===== src/rtl/btrq_pkg.sv =====
// Shared types and constants for the beacon table range query block.
// No dependencies; every other file of the block except btrq_ram imports this package.
`default_nettype none

package btrq_pkg;

  localparam int unsigned COORD_W = 20;
  localparam int unsigned RAD_W   = 19;
  localparam int unsigned ID_W    = 6;
  localparam int unsigned CMP_W   = 7;   // wide enough for any id and for the count itself
  localparam int unsigned QDEPTH  = 2;
  localparam int unsigned QPTR_W  = 1;
  localparam int unsigned QCNT_W  = 2;

  localparam logic [1:0] OP_ADD   = 2'd0;
  localparam logic [1:0] OP_GET   = 2'd1;
  localparam logic [1:0] OP_QUERY = 2'd2;

  localparam logic [1:0] ST_RETURNED = 2'd0;
  localparam logic [1:0] ST_ADDED    = 2'd1;
  localparam logic [1:0] ST_NOMATCH  = 2'd2;
  localparam logic [1:0] ST_FULL     = 2'd3;

  typedef struct packed {
    logic [1:0]                operation;
    logic signed [COORD_W-1:0] point_x;
    logic signed [COORD_W-1:0] point_y;
    logic [RAD_W-1:0]          radius;
    logic [ID_W-1:0]           wanted_id;
  } in_item_t;

  typedef struct packed {
    logic signed [COORD_W-1:0] beacon_x;
    logic signed [COORD_W-1:0] beacon_y;
    logic [ID_W-1:0]           beacon_id;
    logic [1:0]                status;
    logic                      last;
  } out_item_t;

  typedef enum logic [1:0] {
    K_ADD,
    K_GET,
    K_QUERY,
    K_NOP
  } kind_e;

  typedef struct packed {
    kind_e                     kind;
    logic signed [COORD_W-1:0] point_x;
    logic signed [COORD_W-1:0] point_y;
    logic [RAD_W-1:0]          radius;
    logic [ID_W-1:0]           wanted_id;
  } cmd_t;

  typedef enum logic [2:0] {
    BK_IDLE,
    BK_GET,
    BK_PREP,
    BK_SCAN,
    BK_DRAIN
  } back_state_e;

endpackage

`default_nettype wire


===== src/rtl/btrq_front.sv =====
// Front end: accepts command beats, decodes the operation and queues them.
// Depends on btrq_pkg.
`default_nettype none

module btrq_front (
  input  wire logic                clk_i,
  input  wire logic                rst_ni,
  input  wire logic                start_i,
  output logic                     busy_o,
  input  wire btrq_pkg::in_item_t  item_i,
  input  wire logic                pop_i,
  output logic                     cmd_valid_o,
  output btrq_pkg::cmd_t           cmd_o
);
  import btrq_pkg::*;

  cmd_t              slot_q [QDEPTH];
  logic [QPTR_W-1:0] wr_ptr_q, wr_ptr_d;
  logic [QPTR_W-1:0] rd_ptr_q, rd_ptr_d;
  logic [QCNT_W-1:0] cnt_q, cnt_d;
  logic              push;
  logic              pop;
  cmd_t              cmd_new;

  // Decode the operation code; the unused code becomes a no-op.
  always_comb begin
    cmd_new.point_x   = item_i.point_x;
    cmd_new.point_y   = item_i.point_y;
    cmd_new.radius    = item_i.radius;
    cmd_new.wanted_id = item_i.wanted_id;
    case (item_i.operation)
      OP_ADD:   cmd_new.kind = K_ADD;
      OP_GET:   cmd_new.kind = K_GET;
      OP_QUERY: cmd_new.kind = K_QUERY;
      default:  cmd_new.kind = K_NOP;
    endcase
  end

  assign busy_o      = (cnt_q == QCNT_W'(QDEPTH));
  assign push        = start_i && !busy_o;
  assign cmd_valid_o = (cnt_q != '0);
  assign pop         = pop_i && cmd_valid_o;
  assign cmd_o       = slot_q[rd_ptr_q];

  always_comb begin
    wr_ptr_d = push ? wr_ptr_q + 1'b1 : wr_ptr_q;
    rd_ptr_d = pop ? rd_ptr_q + 1'b1 : rd_ptr_q;
    cnt_d    = cnt_q;
    if (push && !pop) begin
      cnt_d = cnt_q + 1'b1;
    end else if (pop && !push) begin
      cnt_d = cnt_q - 1'b1;
    end
  end

  always_ff @(posedge clk_i or negedge rst_ni) begin
    if (!rst_ni) begin
      wr_ptr_q <= '0;
      rd_ptr_q <= '0;
      cnt_q    <= '0;
    end else begin
      wr_ptr_q <= wr_ptr_d;
      rd_ptr_q <= rd_ptr_d;
      cnt_q    <= cnt_d;
    end
  end

  always_ff @(posedge clk_i) begin
    if (push) begin
      slot_q[wr_ptr_q] <= cmd_new;
    end
  end

endmodule

`default_nettype wire


===== config.mk =====
export PLATFORM = sky130hd
export DESIGN_NAME = btrq_front
export DESIGN_NICKNAME = d
export VERILOG_FILES = /design/src/rtl/btrq_pkg.sv /design/src/rtl/btrq_front.sv
export SDC_FILE = /design/constraint.sdc
export NUM_CORES = 1
export LEC_CHECK = 0
export BUFFER_PORTS_ARGS = -buffer_cell sky130_fd_sc_hd__buf_2
export CAP_MARGIN = 30
export CELL_PAD_IN_SITES_DETAIL_PLACEMENT = 1
export CELL_PAD_IN_SITES_GLOBAL_PLACEMENT = 1
export CORE_MARGIN = 8
export CORE_UTILIZATION = 44
export DETAILED_ROUTE_END_ITERATION = 10
export MAX_ROUTING_LAYER = met4
export PLACE_DENSITY = 0.9
export SLEW_MARGIN = 10
export SYNTH_ARGS = -nofsm -noshare
export SYNTH_HDL_FRONTEND = slang
export SYNTH_SLANG_ARGS = --single-unit

===== constraint.sdc =====
create_clock -name clk_i -period 5.3 [get_ports clk_i]
set_clock_uncertainty 0.1 [all_clocks]
set_input_delay 1.59 -clock clk_i [delete_from_list [all_inputs] [get_ports clk_i]]
set_output_delay 1.59 -clock clk_i [all_outputs]
set_load 0.005 [all_outputs]

==> results.ini, run 1 <==
[outcome]
status=complete, no violations

[critical_path]
cpPeakStageDelay_ns=0.59
crit_chain=buf_16 > mux2_2 > buf_2
cp_max_fo=51
worstSetupStartpoint=rd_ptr_q$_DFFE_PN0P_
cp_data_arrival_time_ns=1.90
cp-start-kind=flop
r2r-start=cnt_q[0]$_DFFE_PN0P_
end_kind=output port
required_ns=3.61
path_class=flop to output port
slowest_stage=dfrtp_4

[sta]
max_freq_ghz=0.278
final-setup-viol-count=0
fin_hold_ws_ns=0.412
min_period_over_period_pct=67.8
fin_setup_tns_ns=0
rsz0062_at_grt=false
finalHoldViolCount=0
worst_slack_ns=1.71
slew_violations=0
slew_headroom_pct=39.3
finalCriticalPeriod_ns=3.59
tightestPinTransition_ns=0.910

[power_and_ir_drop]
power.leakage_nw=2.53
peakVddDrop_mv=0.443
powerDensity_nw_per_um2=561

[synth]
ys_top_cells_by_area=edfxtp_1 (78%), mux2_2 (10%), mux2_4 (5.9%)
synth_cell_type_count=17
ys_seq_area_share_pct=80.4
syn_area_sq_um=5130
syn-num-nets=302
yosysWarningCount=0
post-synth-top-area-cell=edfxtp_1
synth-edff-count=134
synth_seq_cells=138
async_flop_share_pct=2.90
synth_top_area_share_pct=78.4
syn-instance-count=230
synth_area_per_cell_sq_um=22.3
synth-main-ff-cell=edfxtp_1

[cells_and_area]
drive_above_1_share_pct=60.3
seqCellArea_sq_um=4130
syn_to_final_growth_pct=27.1
fill_cells=1067
final_nets=453
antenna_cells=0
multi_input_area_sq_um=928

[placement]
dp_hpwl_um=7230
post-place-ws_ns=1.84
io_buffers=139
place.gp.congestion=0.684

[floorplanning]
die_x_um=124
rows=39
coreArea_sq_um=11400
io-pin-count=140
die_h_um=124
dieArea_sq_um=15400
initial_core_util_pct=44.9

[min_path]
min_from=cnt_q[1]$_DFFE_PN0P_
hp-class=flop to flop

[routing]
viasPerCell=4.78
post_drt_wl_per_cell_um=19.7
dr_total_vias=2562
drt-initial-drc-count=140
ant_nets=0
dr.pass1.iters=4
drt_wl_total_um=10600
drc=0

[clocking]
cts_root_buf=clkbuf_16
path_clk_slew_ns=0.06
ctsHoldBuffers=0
cts_tree=done
numCtsBuffers=17
cts_buffer_depth=2
cts_resized=0
cts_setup_buffers=0
clk_latency_ns=0.40
cts_max_level=4
clock_sinks=138

[global_routing]
grt_start_max_net_pins=69
grt_pass1_vias=2943
antenna_found_initial=0
grt_pass1_wl_um=15600
grtUsageTotal_pct=14.4
overflow=0

[flow_run]
cap_violations=0

## logic make-up after synthesis
kind of cell	Yosys count	share of synthesized area, %
DFF	138	80.4
muxes	67	16.2
buffers and inverters	12	1.71
and+or+nand+nor	7	0.659
xor gates and xnor gates	5	0.854
adders and majority gates	1	0.244
## synthesized netlist by cell type (2+ instances only)
cell	number
buf_6	2
edfxtp_1	134
xor2_1	2
xnor2_1	3
mux2_2	47
buf_8	2
buf_2	4
nor2_1	2
mux2_4	20
inv_1	2
nand2_1	2
dfrtp_1	4
clkbuf_1	2
## through the flow
step | power (mW) | utilization [%] | cell area, sq um | std cells
2_1_floorplan | 2.22 | - | 5130 | 230
3_3_place_gp | 2.55 | 52.1 | 5950 | 504
3_5_place_dp | 2.60 | 52.1 | 5950 | 504
4_1_cts | 3.70 | 56.9 | 6490 | 535
5_1_grt | 3.84 | 57.1 | 6520 | 536
6_report | 3.66 | 57.1 | 6520 | 536
## path summary, 6_finish.rpt
path,cells past startpoint,endpoint,slack (ns)
max,3,cmd_o[53],1.71
min,1,cnt_q[1]$_DFFE_PN0P_,0.41
max reg2reg,3,slot_q[1][49]$_DFFE_PP_,2.95
min reg2reg,1,cnt_q[1]$_DFFE_PN0P_,0.41
max in group asynchronous,1,rd_ptr_q$_DFFE_PN0P_,4.08
min in group asynchronous,1,wr_ptr_q$_DFFE_PN0P_,0.88
## registers in the layout (all words and copies together) (netlist names)
| signal | count |
|---|---|
| slot_q | 134 |
| rd_ptr_q | 1 |
| cnt_q | 2 |
| wr_ptr_q | 1 |
## cells in the final DEF, fill, tap and decap left out
master      count
edfxtp_1      134
xnor2_1         3
nor2_1          1
dfrtp_4         1
clkinv_2        3
clkinv_1        4
clkinvlp_4      2
clkbuf_16      17
dfrtp_1         3
mux2_4         20
nand2b_1        1
bufinv_16       2
buf_4           2
inv_1           2
mux2_2         47
buf_16          1
nand2_1         2
ha_1            1
clkbuf_1        3
nor2_4          1
and3_2          1
xor2_1          2
buf_2         139
or2_2           1
## layout make-up
class / count / share of cell area [%]
multi-input combinational: 80 / 14.2
clock inverter: 11 / 1.61
inverter: 2 / 0.115
clock buffer: 20 / 6.69
timing repair buffer: 142 / 11.3
tap: 143 / 2.74
sequential: 138 / 63.3
## critical path, delay by kind of cell, from the launching register on
kind / cells / cell delay (ns)
muxes: 1 / 0.41
DFF: 1 / 0.59
buffers and inverters: 2 / 0.46
## metal layers
| metal | vias to the layer above | routed length [um] | global-route usage (%) |
|---|---|---|---|
| li1 | 1203 | - | - |
| met1 | 1267 | 4350 | 16.1 |
| met2 | 84 | 5530 | 23.9 |
| met3 | 8 | 611 | 4.67 |
| met4 | 0 | 87 | 4.91 |
| met5 | - | 0 | - |
## power breakdown
part	internal, mW	total [mW]	leakage (nW)	switching, mW
combinational	0.506	0.972	0.977	0.466
sequential	1.50	1.60	1.29	0.0971
clock	0.680	1.09	0.260	0.410
total	2.69	3.66	2.53	0.973
Note: power is estimated with default switching activity, not from simulation.
==> run 2, diff against run 1 <==
--- a/config.mk
+++ b/config.mk
@@ -5,12 +5,13 @@
 export SDC_FILE = /design/constraint.sdc
 export NUM_CORES = 1
 export LEC_CHECK = 0
+export ABC_AREA = 1
 export BUFFER_PORTS_ARGS = -buffer_cell sky130_fd_sc_hd__buf_2
 export CAP_MARGIN = 30
 export CELL_PAD_IN_SITES_DETAIL_PLACEMENT = 1
 export CELL_PAD_IN_SITES_GLOBAL_PLACEMENT = 1
 export CORE_MARGIN = 8
-export CORE_UTILIZATION = 44
+export CORE_UTILIZATION = 41
 export DETAILED_ROUTE_END_ITERATION = 10
 export MAX_ROUTING_LAYER = met4
 export PLACE_DENSITY = 0.9
==> constraint.sdc (replaced) <==
create_clock -name clk_i -period 3.55 [get_ports clk_i]
set_clock_uncertainty 0.1 [all_clocks]
set_input_delay 1.065 -clock clk_i [delete_from_list [all_inputs] [get_ports clk_i]]
set_output_delay 1.065 -clock clk_i [all_outputs]
set_load 0.005 [all_outputs]
==> results.ini, run 2 <==
[outcome]
status=complete, no violations  ; unchanged

[synth]
synth.most_common_cell=nand2_1  ; was edfxtp_1
yosysWarningCount=0  ; unchanged
async_flop_share_pct=2.90  ; unchanged
synth_commonest_cells=nand2_1 (212), edfxtp_1 (134), buf_2 (9)  ; was edfxtp_1 (134), mux2_2 (47), mux2_4 (20)
ys_top_cells_by_area=edfxtp_1 (79%), nand2_1 (16%), dfrtp_1 (2.0%)  ; was edfxtp_1 (78%), mux2_2 (10%), mux2_4 (5.9%)
syn_area_sq_um=5120  ; was 5130 sq um
synth_top_area_share_pct=78.7  ; was 78.4%
post-synth-top-area-cell=edfxtp_1  ; unchanged
synth-main-ff-cell=edfxtp_1  ; unchanged
synth_seq_cells=138  ; unchanged
ys_seq_area_share_pct=80.6  ; was 80.4%
syn-instance-count=384  ; was 230
syn-num-nets=456  ; was 302
synth-edff-count=134  ; unchanged
synth_area_per_cell_sq_um=13.3  ; was 22.3 sq um
synth_cell_type_count=15  ; was 17

[routing]
drt-initial-drc-count=109  ; was 140
post_drt_wl_per_cell_um=16.9  ; was 19.7 um
dr_total_vias=3333  ; was 2,562
dr.pass1.iters=4  ; unchanged
drt_wl_total_um=12100  ; was 10,600 um
ant_nets=0  ; unchanged
viasPerCell=4.65  ; was 4.78
drc=0  ; unchanged

[flow_run]
cap_violations=0  ; unchanged

[placement]
place.gp.congestion=0.775  ; was 0.684
io_buffers=139  ; unchanged
placed_area_sq_um=5990  ; was 5950 sq um
dp_hpwl_um=8420  ; was 7230 um

[floorplanning]
io-pin-count=140  ; unchanged
dieArea_sq_um=16300  ; was 15,400 sq um
coreArea_sq_um=12400  ; was 11,400 sq um
rows=41  ; was 39
die_h_um=128  ; was 124 um
die_x_um=128  ; was 124 um
initial_core_util_pct=41.2  ; was 44.9%

[clocking]
cts_max_level=4  ; unchanged
numCtsBuffers=17  ; unchanged
clk_latency_ns=0.41  ; was 0.40 ns
cts_buffer_depth=2  ; unchanged
path_clk_slew_ns=0.05  ; was 0.06 ns
cts_resized=0  ; unchanged
clock_sinks=138  ; unchanged
cts_tree=done  ; unchanged
cts_root_buf=clkbuf_16  ; unchanged
cts_setup_buffers=0  ; unchanged
ctsHoldBuffers=0  ; unchanged

[sta]
max_freq_ghz=0.340
slew_headroom_pct=50.8  ; was 39.3%
finalCriticalPeriod_ns=2.94
tightestPinTransition_ns=0.738  ; was 0.910 ns
final-setup-viol-count=0  ; unchanged
rsz0062_at_grt=false  ; unchanged
finalHoldViolCount=0  ; unchanged
slew_violations=0  ; unchanged
min_period_over_period_pct=82.9
fin_setup_tns_ns=0  ; unchanged

[cells_and_area]
largest_reg_flops=134  ; unchanged
fin_area_sq_um=6540  ; was 6520 sq um
final_nets=602  ; was 453
syn_to_final_growth_pct=27.7  ; was 27.1%
largest_register=slot_q  ; unchanged
drive_above_1_share_pct=31.9  ; was 60.3%
reg_top3=slot_q: 134 flops, cnt_q: 2 flops  ; unchanged
mostFrequentLayoutCell=nand2_1  ; was buf_2
mostFrequentLayoutCells=nand2_1 (212), buf_2 (139), edfxtp_1 (134)  ; was buf_2 (139), edfxtp_1 (134), mux2_2 (47)

[global_routing]
grt_pass1_vias=3718  ; was 2,943
overflow=0  ; unchanged
grt_start_max_net_pins=69  ; unchanged
antenna_found_initial=2  ; was 0
grt_pass1_wl_um=18900  ; was 15,600 um
grtUsageTotal_pct=15.9  ; was 14.4%

[critical_path]
cpLargestDelayFamily=buffers and inverters  ; was flip-flops
end_kind=output port  ; unchanged
crit_chain=buf_4 > nand2_1 > nand2_1 > buf_2  ; was buf_16 > mux2_2 > buf_2
rrSetupSlack_ns=1.72  ; was 2.95 ns
cp_data_arrival_time_ns=1.78  ; was 1.90 ns
path_common_cell=nand2_1
cp-start-kind=flop  ; unchanged
required_ns=2.38  ; was 3.61 ns
cp_num_buf_inv=2  ; unchanged
path_class=flop to output port  ; unchanged
cpPeakStageDelay_ns=0.60  ; was 0.59 ns
slowest_stage=buf_4  ; was dfrtp_4
cp_max_fo=68  ; was 51

[power_and_ir_drop]
p_total_mw=5.51  ; was 3.66 mW
powerDensity_nw_per_um2=843  ; was 561 nW/um^2
power.leakage_nw=2.84  ; was 2.53 nW
peakVddDrop_mv=0.480  ; was 0.443 mV

[min_path]
hp-class=input port to async pin  ; was flop to flop

==> run 2: changes by cell type after synthesis, sizes merged, moves of 6 or more <==
cell | previous run | this run
mux2 | 67 | 0
inv | 2 | 8
buf | 8 | 15
nand2 | 2 | 212
==> run 2: final timing paths <==
kind                                          end  cells past startpoint                 start
max                                      cmd_o[8]                      4  rd_ptr_q$_DFFE_PN0P_
min                          cnt_q[0]$_DFFE_PN0P_                      1                rst_ni
max reg2reg                slot_q[0][2]$_DFFE_PP_                      6  cnt_q[1]$_DFFE_PN0P_
min reg2reg                  cnt_q[1]$_DFFE_PN0P_                      2  cnt_q[1]$_DFFE_PN0P_
max in group asynchronous    rd_ptr_q$_DFFE_PN0P_                      1                rst_ni
min in group clk_i           cnt_q[1]$_DFFE_PN0P_                      2  cnt_q[1]$_DFFE_PN0P_
==> run 2: through the flow <==
step / utilization (%) / hold WS (ns) / std cells / worst slack [ns]
2_1_floorplan: - / 0.342 / 384 / 0.0977
3_5_place_dp: 48.2 / 0.363 / 683 / 0.997
3_3_place_gp: 48.2 / 0.360 / 683 / 1.07
6_report: 52.6 / 0.356 / 717 / 0.606
4_1_cts: 52.6 / 0.336 / 715 / 0.539
5_1_grt: 52.6 / 0.341 / 717 / 0.438
==> run 2: cell families (layout without fill, tap and decap cells) <==
group	Yosys count	count (layout)	share of synthesized area, %
xor+xnor	1	1	0.171
flops	138	138	80.6
compound gates	1	1	0.0977
simple gates	218	218	16.1
buf+inv	25	184	2.79
fa+ha+maj	1	1	0.245
other cells	0	2	0
==> run 2: layout make-up <==
class,count,area [sq um]
well taps,172,215
flip-flops and latches,138,4130
fillers,1349,5880
clock buffers,21,440
diodes,2,5.00
inverters,8,30.0
repair buffers,144,758
multi-input cells,221,857
clock inverters,11,104
==> run 2: worst reg2reg max path, cell delays in order, from the launching register on <==
cell and delay [ns]:
dfrtp_1 0.37, inv_1 0.12, nor2_1 0.08, nor2_1 0.18, nand2_1 0.12, inv_2 0.07
buf_4 0.41
==> run 2: power breakdown <==
group          total, mW  switching, mW  internal [mW]
clock               1.62          0.604           1.02
sequential          2.33          0.100           2.23
combinational       1.56           1.02          0.548
total               5.51           1.72           3.79
==> run 2: layer usage <==
metal	part of all wire [%]	vias up	global-route usage (%)
met5	0	-	-
met4	1.6	0	6.92
met3	6.1	21	5.66
met2	53	106	27.9
met1	39	1622	15.7
li1	-	1584	-
==> run 3, diff against run 2 <==
--- a/config.mk
+++ b/config.mk
@@ -11,10 +11,10 @@
 export CELL_PAD_IN_SITES_DETAIL_PLACEMENT = 1
 export CELL_PAD_IN_SITES_GLOBAL_PLACEMENT = 1
 export CORE_MARGIN = 8
-export CORE_UTILIZATION = 41
+export CORE_UTILIZATION = 37
 export DETAILED_ROUTE_END_ITERATION = 10
 export MAX_ROUTING_LAYER = met4
-export PLACE_DENSITY = 0.9
+export PLACE_DENSITY = 0.86
 export SLEW_MARGIN = 10
 export SYNTH_ARGS = -nofsm -noshare
 export SYNTH_HDL_FRONTEND = slang
==> constraint.sdc (replaced) <==
create_clock -name clk_i -period 2.7 [get_ports clk_i]
set_clock_uncertainty 0.1 [all_clocks]
set_input_delay 0.81 -clock clk_i [delete_from_list [all_inputs] [get_ports clk_i]]
set_output_delay 0.81 -clock clk_i [all_outputs]
set_load 0.005 [all_outputs]
==> results.ini, run 3 (synthesis results as in run 2) <==
[floorplanning]
rows=43  ; was 41
die_h_um=134  ; was 128 um
initial_core_util_pct=37.3  ; was 41.2%
dieArea_sq_um=17800  ; was 16,300 sq um
coreArea_sq_um=13700  ; was 12,400 sq um
io-pin-count=140  ; unchanged
die_x_um=134  ; was 128 um

[clocking]
cts_tree=done  ; unchanged
cts_resized=0  ; unchanged
cts_root_buf=clkbuf_16  ; unchanged
cts_max_level=4  ; unchanged
cts_buffer_depth=2  ; unchanged
clk_latency_ns=0.40  ; was 0.41 ns
clock_sinks=138  ; unchanged
numCtsBuffers=17  ; unchanged
cts_setup_buffers=0  ; unchanged
path_clk_slew_ns=0.06  ; was 0.05 ns
ctsHoldBuffers=0  ; unchanged

[global_routing]
met3_usage_pct=3.80  ; was 5.66%
top_usage_layer=met2  ; unchanged
overflow=0  ; unchanged
grt_start_max_net_pins=69  ; unchanged
grt_pass1_wl_um=19300  ; was 18,900 um
grtUsageMet1_pct=14.9  ; was 15.7%
use_met2_pct=25.7  ; was 27.9%
antenna_found_initial=0  ; was 2
grtUsageTotal_pct=14.4  ; was 15.9%
grt_pass1_vias=3780  ; was 3,718

[routing]
ant_nets=0  ; unchanged
drc=0  ; unchanged
dr.pass1.iters=4  ; unchanged
drt-initial-drc-count=151  ; was 109
drt_wl_total_um=12300  ; was 12,100 um
post_drt_wl_per_cell_um=17.0  ; was 16.9 um
dr_total_vias=3322  ; was 3,333
viasPerCell=4.59  ; was 4.65

[placement]
post-place-ws_ns=0.538  ; was 0.997 ns
place.gp.congestion=0.722  ; was 0.775
dp_hpwl_um=8270  ; was 8420 um
io_buffers=139  ; unchanged

[critical_path]
path_class=flop to output port  ; unchanged
rrSetupSlack_ns=0.93  ; was 1.72 ns
cp_max_fo=68  ; unchanged
slowest_stage=dfrtp_2  ; was buf_4
r2r-start=cnt_q[1]$_DFFE_PN0P_  ; unchanged
end_kind=output port  ; unchanged
crit_chain=inv_2 > buf_12 > nand2_1 > nand2_1 > buf_2  ; was buf_4 > nand2_1 > nand2_1 > buf_2
cp_data_arrival_time_ns=1.54  ; was 1.78 ns
required_ns=1.79  ; was 2.38 ns
path_common_cell=nand2_1  ; unchanged
cpPeakStageDelay_ns=0.43  ; was 0.60 ns
cp-start-kind=flop  ; unchanged
worst_r2r_path_depth=4  ; was 6
worstReg2RegEnd=slot_q[1][20]$_DFFE_PP_  ; was slot_q[0][2]$_DFFE_PP_

[sta]
max_freq_ghz=0.408
worst_slack_ns=0.249  ; was 0.606 ns
rsz0062_at_grt=false  ; unchanged
tightestPinTransition_ns=0.526  ; was 0.738 ns
finalCriticalPeriod_ns=2.45
min_period_over_period_pct=90.8
slew_headroom_pct=64.9  ; was 50.8%
slew_violations=0  ; unchanged
final-setup-viol-count=0  ; unchanged
fin_setup_tns_ns=0  ; unchanged
finalHoldViolCount=0  ; unchanged

[power_and_ir_drop]
powerDensity_nw_per_um2=1090  ; was 843 nW/um^2
peakVddDrop_mv=0.661  ; was 0.480 mV
p_total_mw=7.09  ; was 5.51 mW
power.leakage_nw=2.81  ; was 2.84 nW

[cells_and_area]
largest_reg_flops=134  ; unchanged
utilization_pct=47.5  ; was 52.6%
drive_above_1_share_pct=31.9  ; unchanged
seqCellArea_sq_um=4130  ; unchanged
reg_top3=slot_q: 134 flops, cnt_q: 2 flops  ; unchanged
multi_input_area_sq_um=857  ; unchanged
mostFrequentLayoutCell=nand2_1  ; unchanged
largest_register=slot_q  ; unchanged
mostFrequentLayoutCells=nand2_1 (212), buf_2 (139), edfxtp_1 (134)  ; unchanged
fill_cells=1493  ; was 1,349
final_nets=602  ; unchanged
antenna_cells=0  ; was 2
syn_to_final_growth_pct=27.2  ; was 27.7%

[flow_run]
cap_violations=0  ; unchanged

[outcome]
status=complete, no violations  ; unchanged

[min_path]
hp-class=input port to async pin  ; unchanged

## run 3: cell types whose count changed in the layout (fill, tap and decap cells not counted)
| cell | before | now |
|---|---|---|
| bufinv_16 | 2 | 0 |
| diode_2 | 2 | 0 |
| buf_12 | 2 | 3 |
| buf_4 | 3 | 2 |
| clkbuf_1 | 4 | 5 |
| clkinv_1 | 3 | 2 |
| clkinv_2 | 5 | 6 |
| clkinv_4 | 0 | 1 |
| clkinvlp_4 | 1 | 2 |
| inv_2 | 2 | 1 |
## run 3: per-stage QoR
step	area, sq um	instances	hold WS [ns]
final	6510	723	0.105
after global routing	6510	723	0.0855
after floorplan	5130	384	0.342
after detailed placement	6010	691	0.404
after CTS	6510	723	0.0886
after global placement	6010	691	0.357
## run 3: metal layers
layer / up-vias / wire, um
met4: 0 / 159
met2: 90 / 6630
met5: - / 0
met1: 1640 / 4910
li1: 1582 / -
met3: 10 / 563
## run 3: critical path, delay by kind of cell (launching register included)
kind                   cells  cell delay, ns
flip-flops                 1            0.43
AND/OR/NAND/NOR            2            0.20
buffers and inverters      3            0.44
## run 3: worst max path at each step
stage	from	to	slack, ns
after floorplan	start_i	slot_q[1][0]$_DFFE_PP_	0.21
after global placement	start_i	slot_q[1][23]$_DFFE_PP_	0.60
after detailed placement	start_i	slot_q[1][16]$_DFFE_PP_	0.54
after CTS	rd_ptr_q$_DFFE_PN0P_	cmd_o[9]	0.22
after global routing	rd_ptr_q$_DFFE_PN0P_	cmd_o[9]	0.12
final	rd_ptr_q$_DFFE_PN0P_	cmd_o[9]	0.25
## run 3: where the power goes
part	switching (mW)	internal (mW)
Clock	0.787	1.16
Combinational	1.35	0.739
Sequential	0.136	2.93
## run 3: final cells by class
type | instances | area share [%]
clock buffer | 22 | 6.82
tap | 180 | 3.46
multi-input combinational | 221 | 13.2
inverter | 8 | 0.519
clock inverter | 10 | 0.826
timing repair buffer | 144 | 11.8
sequential | 138 | 63.4
